<file path="src/design/tjm_pkg.sv">
// Shared types, key map constants and helper functions for the touch to joypad mapper.
package tjm_pkg;

  // Field widths.
  localparam int unsigned COORD_W = 9;
  localparam int unsigned JOY_W   = 8;
  localparam int unsigned BIT_W   = 3;
  localparam int unsigned DIFF_W  = COORD_W + 1;
  localparam int unsigned SQ_W    = 2 * COORD_W;
  localparam int unsigned SUM_W   = SQ_W + 1;

  // Configuration register indexes.
  localparam int unsigned CFG_IDX_W = 1;
  localparam logic [CFG_IDX_W-1:0] CFG_ENABLED = 1'd0;
  localparam logic [CFG_IDX_W-1:0] CFG_LAYOUT  = 1'd1;

  // Layout codes.
  localparam logic LAYOUT_STD   = 1'b0;
  localparam logic LAYOUT_THREE = 1'b1;

  // Joypad bit positions (active low).
  localparam logic [BIT_W-1:0] BIT_A      = 3'd0;
  localparam logic [BIT_W-1:0] BIT_B      = 3'd1;
  localparam logic [BIT_W-1:0] BIT_SELECT = 3'd2;
  localparam logic [BIT_W-1:0] BIT_START  = 3'd3;
  localparam logic [BIT_W-1:0] BIT_RIGHT  = 3'd4;
  localparam logic [BIT_W-1:0] BIT_LEFT   = 3'd5;
  localparam logic [BIT_W-1:0] BIT_UP     = 3'd6;
  localparam logic [BIT_W-1:0] BIT_DOWN   = 3'd7;

  localparam logic [JOY_W-1:0] JOY_RELEASED = 8'hFF;

  // Virtual stick geometry.
  localparam logic [COORD_W-1:0] STICK_CX   = 9'd67;
  localparam logic [COORD_W-1:0] STICK_CY   = 9'd231;
  localparam logic [SUM_W-1:0]   STICK_R_SQ = 19'd400;
  localparam logic [COORD_W-1:0] STICK_MIN  = 9'd8;

  typedef struct packed {
    logic [COORD_W-1:0] x0;
    logic [COORD_W-1:0] y0;
    logic [COORD_W-1:0] x1;
    logic [COORD_W-1:0] y1;
    logic [BIT_W-1:0]   bit_idx;
  } rect_t;

  localparam int unsigned NUM_THREE = 3;
  localparam int unsigned NUM_STD   = 8;

  localparam rect_t THREE_KEYS [NUM_THREE] = '{
    '{x0: 9'd34,  y0: 9'd200, x1: 9'd94,  y1: 9'd260, bit_idx: BIT_A},
    '{x0: 9'd330, y0: 9'd176, x1: 9'd390, y1: 9'd236, bit_idx: BIT_B},
    '{x0: 9'd282, y0: 9'd224, x1: 9'd342, y1: 9'd284, bit_idx: BIT_START}
  };

  localparam rect_t STD_KEYS [NUM_STD] = '{
    '{x0: 9'd47,  y0: 9'd167, x1: 9'd87,  y1: 9'd207, bit_idx: BIT_UP},
    '{x0: 9'd3,   y0: 9'd211, x1: 9'd43,  y1: 9'd251, bit_idx: BIT_LEFT},
    '{x0: 9'd91,  y0: 9'd211, x1: 9'd131, y1: 9'd251, bit_idx: BIT_RIGHT},
    '{x0: 9'd47,  y0: 9'd255, x1: 9'd87,  y1: 9'd294, bit_idx: BIT_DOWN},
    '{x0: 9'd336, y0: 9'd182, x1: 9'd384, y1: 9'd230, bit_idx: BIT_A},
    '{x0: 9'd288, y0: 9'd230, x1: 9'd336, y1: 9'd278, bit_idx: BIT_B},
    '{x0: 9'd140, y0: 9'd278, x1: 9'd196, y1: 9'd298, bit_idx: BIT_SELECT},
    '{x0: 9'd204, y0: 9'd278, x1: 9'd260, y1: 9'd298, bit_idx: BIT_START}
  };

  // Configuration seen by the decoder.
  typedef struct packed {
    logic enabled;
    logic layout_mode;
  } cfg_t;

  // One touch sample.
  typedef struct packed {
    logic [COORD_W-1:0] x;
    logic [COORD_W-1:0] y;
    logic               down;
  } touch_t;

  // Decoder result.
  typedef struct packed {
    logic [JOY_W-1:0] joy;
    logic             latch;
  } result_t;

  // Inclusive rectangle test.
  function automatic logic rect_hit(rect_t r, logic [COORD_W-1:0] x,
                                    logic [COORD_W-1:0] y);
    return (x >= r.x0) && (x <= r.x1) && (y >= r.y0) && (y <= r.y1);
  endfunction

  // Right, left, up and down occupy the upper four bit positions.
  function automatic logic is_direction(logic [BIT_W-1:0] b);
    return (b == BIT_RIGHT) || (b == BIT_LEFT) || (b == BIT_UP) || (b == BIT_DOWN);
  endfunction

endpackage

</file>
<file path="src/design/touch_to_joypad_mapper.sv">
// Top level of the touch to joypad mapper: configuration, latch and result register.
//
// Each touch item yields one joypad byte (active low) and the stick latch state.
// An item is registered on entry and decoded by fixed comparators and two 9-bit
// squarers into the result register, so one item is taken every cycle unless in_stall
// is high; its result goes from the input register through the result register to the
// outputs. The stick latch is updated as a result loads, so the next item always sees
// it. The input register can let a new item in while a result waits on out_stall.
// Configuration writes are always ready; clearing enabled also releases the stick latch.
module touch_to_joypad_mapper (
  input  logic                             clk,
  input  logic                             rst_n,
  input  logic                             in_valid,
  output logic                             in_stall,
  input  logic [tjm_pkg::COORD_W-1:0]      in_touch_x,
  input  logic [tjm_pkg::COORD_W-1:0]      in_touch_y,
  input  logic                             in_touch_down,
  output logic                             out_valid,
  input  logic                             out_stall,
  output logic [tjm_pkg::JOY_W-1:0]        out_joypad_bits,
  output logic                             out_stick_held,
  input  logic                             cfg_valid,
  output logic                             cfg_ready,
  input  logic [tjm_pkg::CFG_IDX_W-1:0]    cfg_index,
  input  logic                             cfg_data
);

  tjm_pkg::touch_t  in_item;
  tjm_pkg::touch_t  item;
  tjm_pkg::result_t res;
  tjm_pkg::cfg_t    cfg;
  logic             item_valid;
  logic             advance;
  logic             cfg_we;

  logic                      enabled_r;
  logic                      layout_r;
  logic                      latch_r;
  logic                      out_valid_r;
  logic                      out_valid_nxt;
  logic [tjm_pkg::JOY_W-1:0] joy_r;
  logic                      held_r;

  assign in_item = '{x: in_touch_x, y: in_touch_y, down: in_touch_down};
  assign cfg     = '{enabled: enabled_r, layout_mode: layout_r};

  // The result register takes a new item when empty or being drained.
  assign advance       = !out_valid_r || !out_stall;
  assign out_valid_nxt = advance ? item_valid : out_valid_r;

  tjm_in_stage u_in_stage (
    .clk        (clk),
    .rst_n      (rst_n),
    .in_valid   (in_valid),
    .in_stall   (in_stall),
    .in_item    (in_item),
    .advance    (advance),
    .item_valid (item_valid),
    .item       (item)
  );

  tjm_decode u_decode (
    .cfg       (cfg),
    .touch     (item),
    .latch_cur (latch_r),
    .res       (res)
  );

  // Configuration writes.
  assign cfg_ready = 1'b1;
  assign cfg_we    = cfg_valid && cfg_ready;

  always_ff @(posedge clk) begin
    if (!rst_n) begin
      enabled_r <= 1'b0;
      layout_r  <= tjm_pkg::LAYOUT_STD;
    end else if (cfg_we) begin
      case (cfg_index)
        tjm_pkg::CFG_ENABLED: enabled_r <= cfg_data;
        tjm_pkg::CFG_LAYOUT:  layout_r  <= cfg_data;
        default:              ;
      endcase
    end
  end

  // Stick latch: follows each decoded item, cleared when the block is disabled.
  always_ff @(posedge clk) begin
    if (!rst_n) begin
      latch_r <= 1'b0;
    end else if (cfg_we && (cfg_index == tjm_pkg::CFG_ENABLED) && !cfg_data) begin
      latch_r <= 1'b0;
    end else if (advance && item_valid) begin
      latch_r <= res.latch;
    end
  end

  // Result register.
  always_ff @(posedge clk) begin
    if (!rst_n) begin
      out_valid_r <= 1'b0;
    end else begin
      out_valid_r <= out_valid_nxt;
    end
  end

  always_ff @(posedge clk) begin
    if (advance && item_valid) begin
      joy_r  <= res.joy;
      held_r <= res.latch;
    end
  end

  assign out_valid       = out_valid_r;
  assign out_joypad_bits = joy_r;
  assign out_stick_held  = held_r;

`ifndef SYNTHESIS
  // A lifted finger always gives a released pad and a cleared latch.
  a_release: assert property (@(posedge clk) disable iff (!rst_n)
    (advance && item_valid && !item.down) |=>
      (out_joypad_bits == tjm_pkg::JOY_RELEASED) && !out_stick_held)
    else $error("lifted touch did not release the pad");

  // With the stick latched at most one direction is pressed.
  a_one_dir: assert property (@(posedge clk) disable iff (!rst_n)
    (out_valid && out_stick_held) |->
      ($countones(~out_joypad_bits[tjm_pkg::JOY_W-1:4]) <= 1))
    else $error("more than one direction pressed while stick latched");

  // A result waiting on the output never lets the input stage drop its item.
  a_hold: assert property (@(posedge clk) disable iff (!rst_n)
    (out_valid && out_stall && item_valid) |=> item_valid)
    else $error("input stage lost an item while output stalled");
`endif

endmodule

</file>
<file path="src/design/tjm_in_stage.sv">
// Input register stage that holds one touch item until the decoder takes it.
module tjm_in_stage (
  input  logic            clk,
  input  logic            rst_n,
  input  logic            in_valid,
  output logic            in_stall,
  input  tjm_pkg::touch_t in_item,
  input  logic            advance,
  output logic            item_valid,
  output tjm_pkg::touch_t item
);

  logic            valid_r;
  logic            valid_nxt;
  tjm_pkg::touch_t item_r;

  // The stage is free when empty or when its item moves on this cycle.
  assign in_stall  = valid_r && !advance;
  assign valid_nxt = (in_valid && !in_stall) || (valid_r && !advance);

  // Valid flag.
  always_ff @(posedge clk) begin
    if (!rst_n) begin
      valid_r <= 1'b0;
    end else begin
      valid_r <= valid_nxt;
    end
  end

  // Payload loads on each accepted item.
  always_ff @(posedge clk) begin
    if (in_valid && !in_stall) begin
      item_r <= in_item;
    end
  end

  assign item_valid = valid_r;
  assign item       = item_r;

endmodule

</file>
<file path="src/design/tjm_decode.sv">
// Combinational key decoder: virtual stick, key rectangles and latch update.
module tjm_decode (
  input  tjm_pkg::cfg_t    cfg,
  input  tjm_pkg::touch_t  touch,
  input  logic             latch_cur,
  output tjm_pkg::result_t res
);

  logic signed [tjm_pkg::DIFF_W-1:0]  dx;
  logic signed [tjm_pkg::DIFF_W-1:0]  dy;
  logic        [tjm_pkg::COORD_W-1:0] ax;
  logic        [tjm_pkg::COORD_W-1:0] ay;
  logic        [tjm_pkg::SQ_W-1:0]    sq_x;
  logic        [tjm_pkg::SQ_W-1:0]    sq_y;
  logic        [tjm_pkg::SUM_W-1:0]   dist_sq;
  logic                               in_circle;

  // Offsets from the stick center and their magnitudes.
  assign dx   = $signed({1'b0, touch.x}) - $signed({1'b0, tjm_pkg::STICK_CX});
  assign dy   = $signed({1'b0, touch.y}) - $signed({1'b0, tjm_pkg::STICK_CY});
  assign ax   = dx[tjm_pkg::DIFF_W-1] ? tjm_pkg::COORD_W'(-dx) : tjm_pkg::COORD_W'(dx);
  assign ay   = dy[tjm_pkg::DIFF_W-1] ? tjm_pkg::COORD_W'(-dy) : tjm_pkg::COORD_W'(dy);
  assign sq_x = ax * ax;
  assign sq_y = ay * ay;
  assign dist_sq   = {1'b0, sq_x} + {1'b0, sq_y};
  assign in_circle = (dist_sq <= tjm_pkg::STICK_R_SQ);

  // Key selection for the active layout.
  always_comb begin
    logic [tjm_pkg::JOY_W-1:0] j;
    logic                      l;
    j = tjm_pkg::JOY_RELEASED;
    l = latch_cur;
    if (!cfg.enabled || !touch.down) begin
      l = 1'b0;
    end else if (cfg.layout_mode == tjm_pkg::LAYOUT_THREE) begin
      for (int i = 0; i < tjm_pkg::NUM_THREE; i++) begin
        if (tjm_pkg::rect_hit(tjm_pkg::THREE_KEYS[i], touch.x, touch.y)) begin
          j[tjm_pkg::THREE_KEYS[i].bit_idx] = 1'b0;
        end
      end
    end else begin
      // The stick latches on entry and stays latched until release.
      if (latch_cur || in_circle) begin
        l = 1'b1;
        if ((ax >= tjm_pkg::STICK_MIN) || (ay >= tjm_pkg::STICK_MIN)) begin
          if (ax > ay) begin
            j[dx[tjm_pkg::DIFF_W-1] ? tjm_pkg::BIT_LEFT : tjm_pkg::BIT_RIGHT] = 1'b0;
          end else begin
            j[dy[tjm_pkg::DIFF_W-1] ? tjm_pkg::BIT_UP : tjm_pkg::BIT_DOWN] = 1'b0;
          end
        end
      end
      // Direction rectangles are ignored while the stick is latched.
      for (int i = 0; i < tjm_pkg::NUM_STD; i++) begin
        if (!(l && tjm_pkg::is_direction(tjm_pkg::STD_KEYS[i].bit_idx)) &&
            tjm_pkg::rect_hit(tjm_pkg::STD_KEYS[i], touch.x, touch.y)) begin
          j[tjm_pkg::STD_KEYS[i].bit_idx] = 1'b0;
        end
      end
    end
    res.joy   = j;
    res.latch = l;
  end

endmodule
</file>
<file path="config.mk">
export PLATFORM = sky130hd
export DESIGN_NAME = touch_to_joypad_mapper
export DESIGN_NICKNAME = d
export VERILOG_FILES = /design/src/design/tjm_pkg.sv /design/src/design/touch_to_joypad_mapper.sv /design/src/design/tjm_in_stage.sv /design/src/design/tjm_decode.sv
export SDC_FILE = /design/constraint.sdc
export NUM_CORES = 1
export LEC_CHECK = 0
export ABC_CLOCK_PERIOD_IN_PS = 24600
export BUFFER_PORTS_ARGS = -buffer_cell sky130_fd_sc_hd__buf_2
export CAP_MARGIN = 20
export CORE_ASPECT_RATIO = 2
export CORE_MARGIN = 1.5
export CORE_UTILIZATION = 55
export DETAILED_ROUTE_END_ITERATION = 8
export GPL_TIMING_DRIVEN = 0
export PLACE_DENSITY = 0.79
export SLEW_MARGIN = 5
export SYNTH_ARGS = -nofsm -noshare
export SYNTH_HDL_FRONTEND = slang
export SYNTH_SLANG_ARGS = --single-unit
</file>
<file path="constraint.sdc">
create_clock -name clk -period 24.6 [get_ports clk]
set_input_delay 4.92 -clock clk [delete_from_list [all_inputs] [get_ports clk]]
set_output_delay 4.92 -clock clk [all_outputs]
set_load 0.05 [all_outputs]
</file>
After elaboration in Yosys (flattened, before gate mapping)
Index checks and enable logic that the tools add are counted.
{"block": "totals", "register_bits": 33, "in_bits": 26, "output_inout_bits": 12, "wordCells": 157}
{"block": "classes", "add_sub_neg": 5, "mul": 2, "n_lt_le_gt_ge": 46, "mux": 29, "n_bitwise": 4, "reduce_logical": 60}
{"cell": "$ge 9x8->1 const B", "n": 10}
{"cell": "$le 9x9->1 const B", "n": 10}
{"cell": "$le 9x8->1 const B", "n": 6}
{"cell": "$ge 9x9->1 const B", "n": 5}
{"cell": "$logic_and 1x1->1", "n": 43}
{"cell": "$mul 9x9->18", "n": 2}
{"cell": "$mux 8", "n": 3}
{"cell": "$mux 1", "n": 21}
{"cell": "$add 18x18->19", "n": 1}
{"cell": "$le 19x9->1 const B", "n": 1}
{"cell": "$ge 9x4->1 const B", "n": 2}
{"cell": "$ge 9x6->1 const B", "n": 2}
{"cell": "$le 9x7->1 const B", "n": 2}
{"cell": "$mux 9", "n": 2}
{"cell": "$neg 9->9", "n": 2}
{"cell": "$not 8->8", "n": 2}
{"cell": "$sub 9x7->10 const B", "n": 1}
{"cell": "$sub 9x8->10 const B", "n": 1}
{"cell": "$ge 9x2->1 const B", "n": 1}
{"cell": "$ge 9x7->1 const B", "n": 1}
{"cell": "$gt 9x9->1", "n": 1}
{"cell": "$le 9x6->1 const B", "n": 1}
{"cell": "$logic_not 1->1", "n": 8}
{"cell": "$lt 3x4->1 const B", "n": 2}
{"cell": "other kinds (7)", "n": 16}

Depth between registers and ports, before layout
{"block": "logic_depth", "depth_word": 13, "ltp_mapped": 31, "ltp_nobuf": 30}

Hierarchy
Synthesis repeated with hierarchy kept, for this count alone.
{"block": "unflattened", "cells_unflattened": 867, "hier_area_um2": 7454.6}
{"module": "tjm_decode", "instances": 1, "cells_each": 815, "area_each_um2": 6387.4}
{"module": "tjm_in_stage", "instances": 1, "cells_each": 23, "area_each_um2": 618.1}
{"module": "touch_to_joypad_mapper", "instances": 1, "cells_each": 29, "area_each_um2": 449.2}

Least setup slack after synthesis
OpenSTA, ideal clock, no wires.
{"block": "synth_timing", "path_type": "in2out", "startpoint": "in out_stall", "endpoint": "out in_stall", "arrival_time_ps": 5401, "t_required_ps": 19680, "setup_slack_ps": 14279, "stages": 1, "n_path_buf": 0, "cell_sequence": "and3_1"}
{"block": "synth_between", "elab_chain_len": 4}
{"element": "start: declaration", "line": "touch_to_joypad_mapper.sv:19", "source": "input logic out_stall,"}
{"element": "$logic_not 1->1", "line": "touch_to_joypad_mapper.sv:48", "source": "assign advance = !out_valid_r || !out_stall;"}
{"element": "$logic_or 1x1->1", "line": "touch_to_joypad_mapper.sv:48"}
{"element": "$logic_not 1->1", "line": "tjm_in_stage.sv:18", "source": "assign in_stall = valid_r && !advance;"}
{"element": "$logic_and 1x1->1", "line": "tjm_in_stage.sv:18"}
{"element": "end: declaration", "line": "touch_to_joypad_mapper.sv:14", "source": "output logic in_stall,"}
No other way between the ends.

Worst setup path after layout
Ends and elaborated chain as after synthesis.

==> impl_metrics.py <==
metrics = {
    "status": {
        "status": "finished, final reports clean",
    },
    "worst_setup_path": {
        "cp.arrival_ns": 5.51,
        "critPathKind": "input pin to output port",
        "path_max_fanout": 3,
        "crit_path_start_kind": "input pin",
        "r2r_start": "u_in_stage.item[10]$_DFFE_PP_",
        "end_kind": "output port",
        "r2r-end": "out_joypad_bits[7]$_SDFFCE_PP1P_",
        "crit_required_ns": 19.68,
        "r2r_slack_ns": 14.82,
        "r2r_cells": 29,
    },
    "yosys": {
        "seq_area_frac_synth": 0.128,
        "synth_top_cell_by_area": "fa_1",
        "synth-edff-count": 28,
        "yosysUniqueCellTypes": 79,
        "synth_area_mm2": 0.00732,
        "syn_inst": 844,
        "yosysWarnings": 0,
        "synth_top_area_frac": 0.273,
        "ys.flop_type": "edfxtp_1",
        "avgSynthCellArea_um2": 8.68,
        "postSynth.asyncResetShare": 0,
        "synth.area.top_cells": "fa_1 (27%), ha_1 (12%), edfxtp_1 (11%)",
        "syn-num-nets": 1039,
        "synth-seq-cells": 33,
    },
    "routing": {
        "antenna_left": 0,
        "drcViolationCount": 0,
        "wl_per_cell_um": 17.9,
        "vias": 6234,
        "routed_via_density": 5.98,
        "drt_first_pass_iters": 5,
        "drtIter0Drc": 289,
        "wirelength_mm": 18.7,
    },
    "timing": {
        "fin_skew_ns": 0.00432,
        "max_freq_ghz": 0.0959,
        "layout_min_cycle_time_ns": 10.43,
        "setup_viol": 0,
        "tns_ns": 0,
        "worst_pin_slew_ns": 1.05,
        "slew_violations": 0,
        "slew-limit-headroom": 0.293,
        "period_share": 0.424,
        "hold_viol": 0,
        "rsz0062_at_grt": "false",
    },
    "final_layout": {
        "layout_common_cells": "inv_1 (163), fa_1 (100), nor2_1 (91)",
        "antenna_cells": 0,
        "syn2layout_area_growth_pct": 7.29,
        "final_nets": 1084,
        "mostFrequentLayoutCell": "inv_1",
        "drive_gt1_frac": 0.108,
    },
    "clocking": {
        "cts_setup_buffers": 0,
        "cts_hold_buf": 0,
        "cts_made_buffers": 5,
        "path_clk_slew_ns": 0.05,
        "clock_sinks": 33,
        "worstSkewPairLatency_ns": 0.28,
        "htree_levels": 2,
        "post_cts_resized": 0,
        "clockBufferDepth": 2,
        "cts_root_buf": "clkbuf_16",
        "cts_tree": "built",
    },
    "global_routing": {
        "grt_overflow": 0,
        "antenna_found_initial": 0,
        "grt_max_degree": 12,
        "grt_usage": 0.276,
        "grt_pass1_vias": 6774,
        "grt_pass1_wl_mm": 31.0,
    },
    "hold_path": {
        "worstHoldPathType": "flop to flop",
        "min_delay_path_depth": 2,
        "hp-start": "enabled_r$_SDFFE_PN0P_",
        "holdPathEnd": "enabled_r$_SDFFE_PN0P_",
    },
    "floorplan": {
        "fp.dieH_um": 166,
        "core_area_mm2": 0.0130,
        "die_area_mm2": 0.0141,
        "initial_core_util": 0.564,
        "rows": 59,
        "io_pins": 38,
        "die_width_um": 84.6,
    },
    "flow_run": {
        "drv_cap": 0,
    },
    "placement": {
        "hpwlAfterDp_mm": 15.8,
        "portBuffers": 36,
        "gp_congestion": 0.906,
    },
}
layout make-up:
| class | count | area (µm²) |
|---|---|---|
| flip-flops and latches | 33 | 941 |
| repair buffers | 38 | 199 |
| plain buffers | 37 | 173 |
| inverters | 169 | 647 |
| clock inverters | 3 | 17.5 |
| well taps | 152 | 190 |
| fillers | 1126 | 5130 |
| clock buffers | 5 | 125 |
| multi-input cells | 605 | 5570 |
layer usage:
layer  GRT usage  wire length, µm
met1       0.255             5900
met2       0.539            10600
met3      0.0224              676
met4       0.196             1490
met5           0                0
flip-flops by register name, summed over array words and instances, names as in the netlist:
name and cells:
out_valid 1, u_in_stage.item 19, latch_r 1, enabled_r 1, u_in_stage.item_valid 1, out_joypad_bits 8, out_stick_held 1, layout_r 1
cell usage after synthesis, types with 4 or more instances:
cell type and count:
o211ai_1 7, o21a_1 8, and2_1 6, nor2b_1 9
nand4_1 8, buf_2 15, mux2i_1 5, nor3b_1 4
o21ai_1 4, inv_2 5, o21ai_0 25, inv_1 163
nand3_1 20, a31oi_1 10, and3_1 4, nor3_1 13
xnor2_1 23, nand2b_1 13, nand2_1 42, a21o_1 4
xor2_1 12, nor4_1 7, nor2_1 91, fa_1 100
a21oi_1 31, clkbuf_1 17, dfxtp_1 5, a211o_1 4
o32ai_1 4, edfxtp_1 28, ha_1 69, a211oi_1 10
metrics by stage:
step                      area (µm²)  cells   util  setup WS (ns)  hold WS, ns
after floorplan                 7320    844      -          14.28        0.457
after global placement          7690   1032  0.592          14.19        0.469
after CTS                       7860   1042  0.605          14.18        0.503
after global routing            7860   1042  0.605          14.15        0.534
after detailed placement        7720   1034  0.594          14.18        0.495
final                           7860   1042  0.605          14.17        0.506
how the worst max path moves through the flow:
stage / startpoint / end / slack, ns
3_5_place_dp: out_stall / in_stall / 14.18
6_report: out_stall / in_stall / 14.17
2_1_floorplan: out_stall / in_stall / 14.28
4_1_cts: out_stall / in_stall / 14.18
3_3_place_gp: out_stall / in_stall / 14.19
5_1_grt: out_stall / in_stall / 14.15
cells by family (layout without fill, tap and decap cells):
kind of cell / Yosys count / after routing / share of synthesized area
flip-flops: 33 / 33 / 0.128
buffers and inverters: 206 / 252 / 0.112
XOR/XNOR: 37 / 37 / 0.0463
other: 1 / 1 / 0.000512
AND/OR/NAND/NOR: 236 / 236 / 0.159
multiplexers: 8 / 8 / 0.0133
adder cells (fa/ha/maj): 169 / 169 / 0.391
AO/OA/AOI/OAI: 154 / 154 / 0.149
worst max-delay path, cell delays in order:
cell	delay, ns
buf_2	0.09
and3_1	0.21
buf_2	0.28
Power is not shown: default switching activity piles up to over one toggle a cycle in this logic, so the estimate is an artifact.
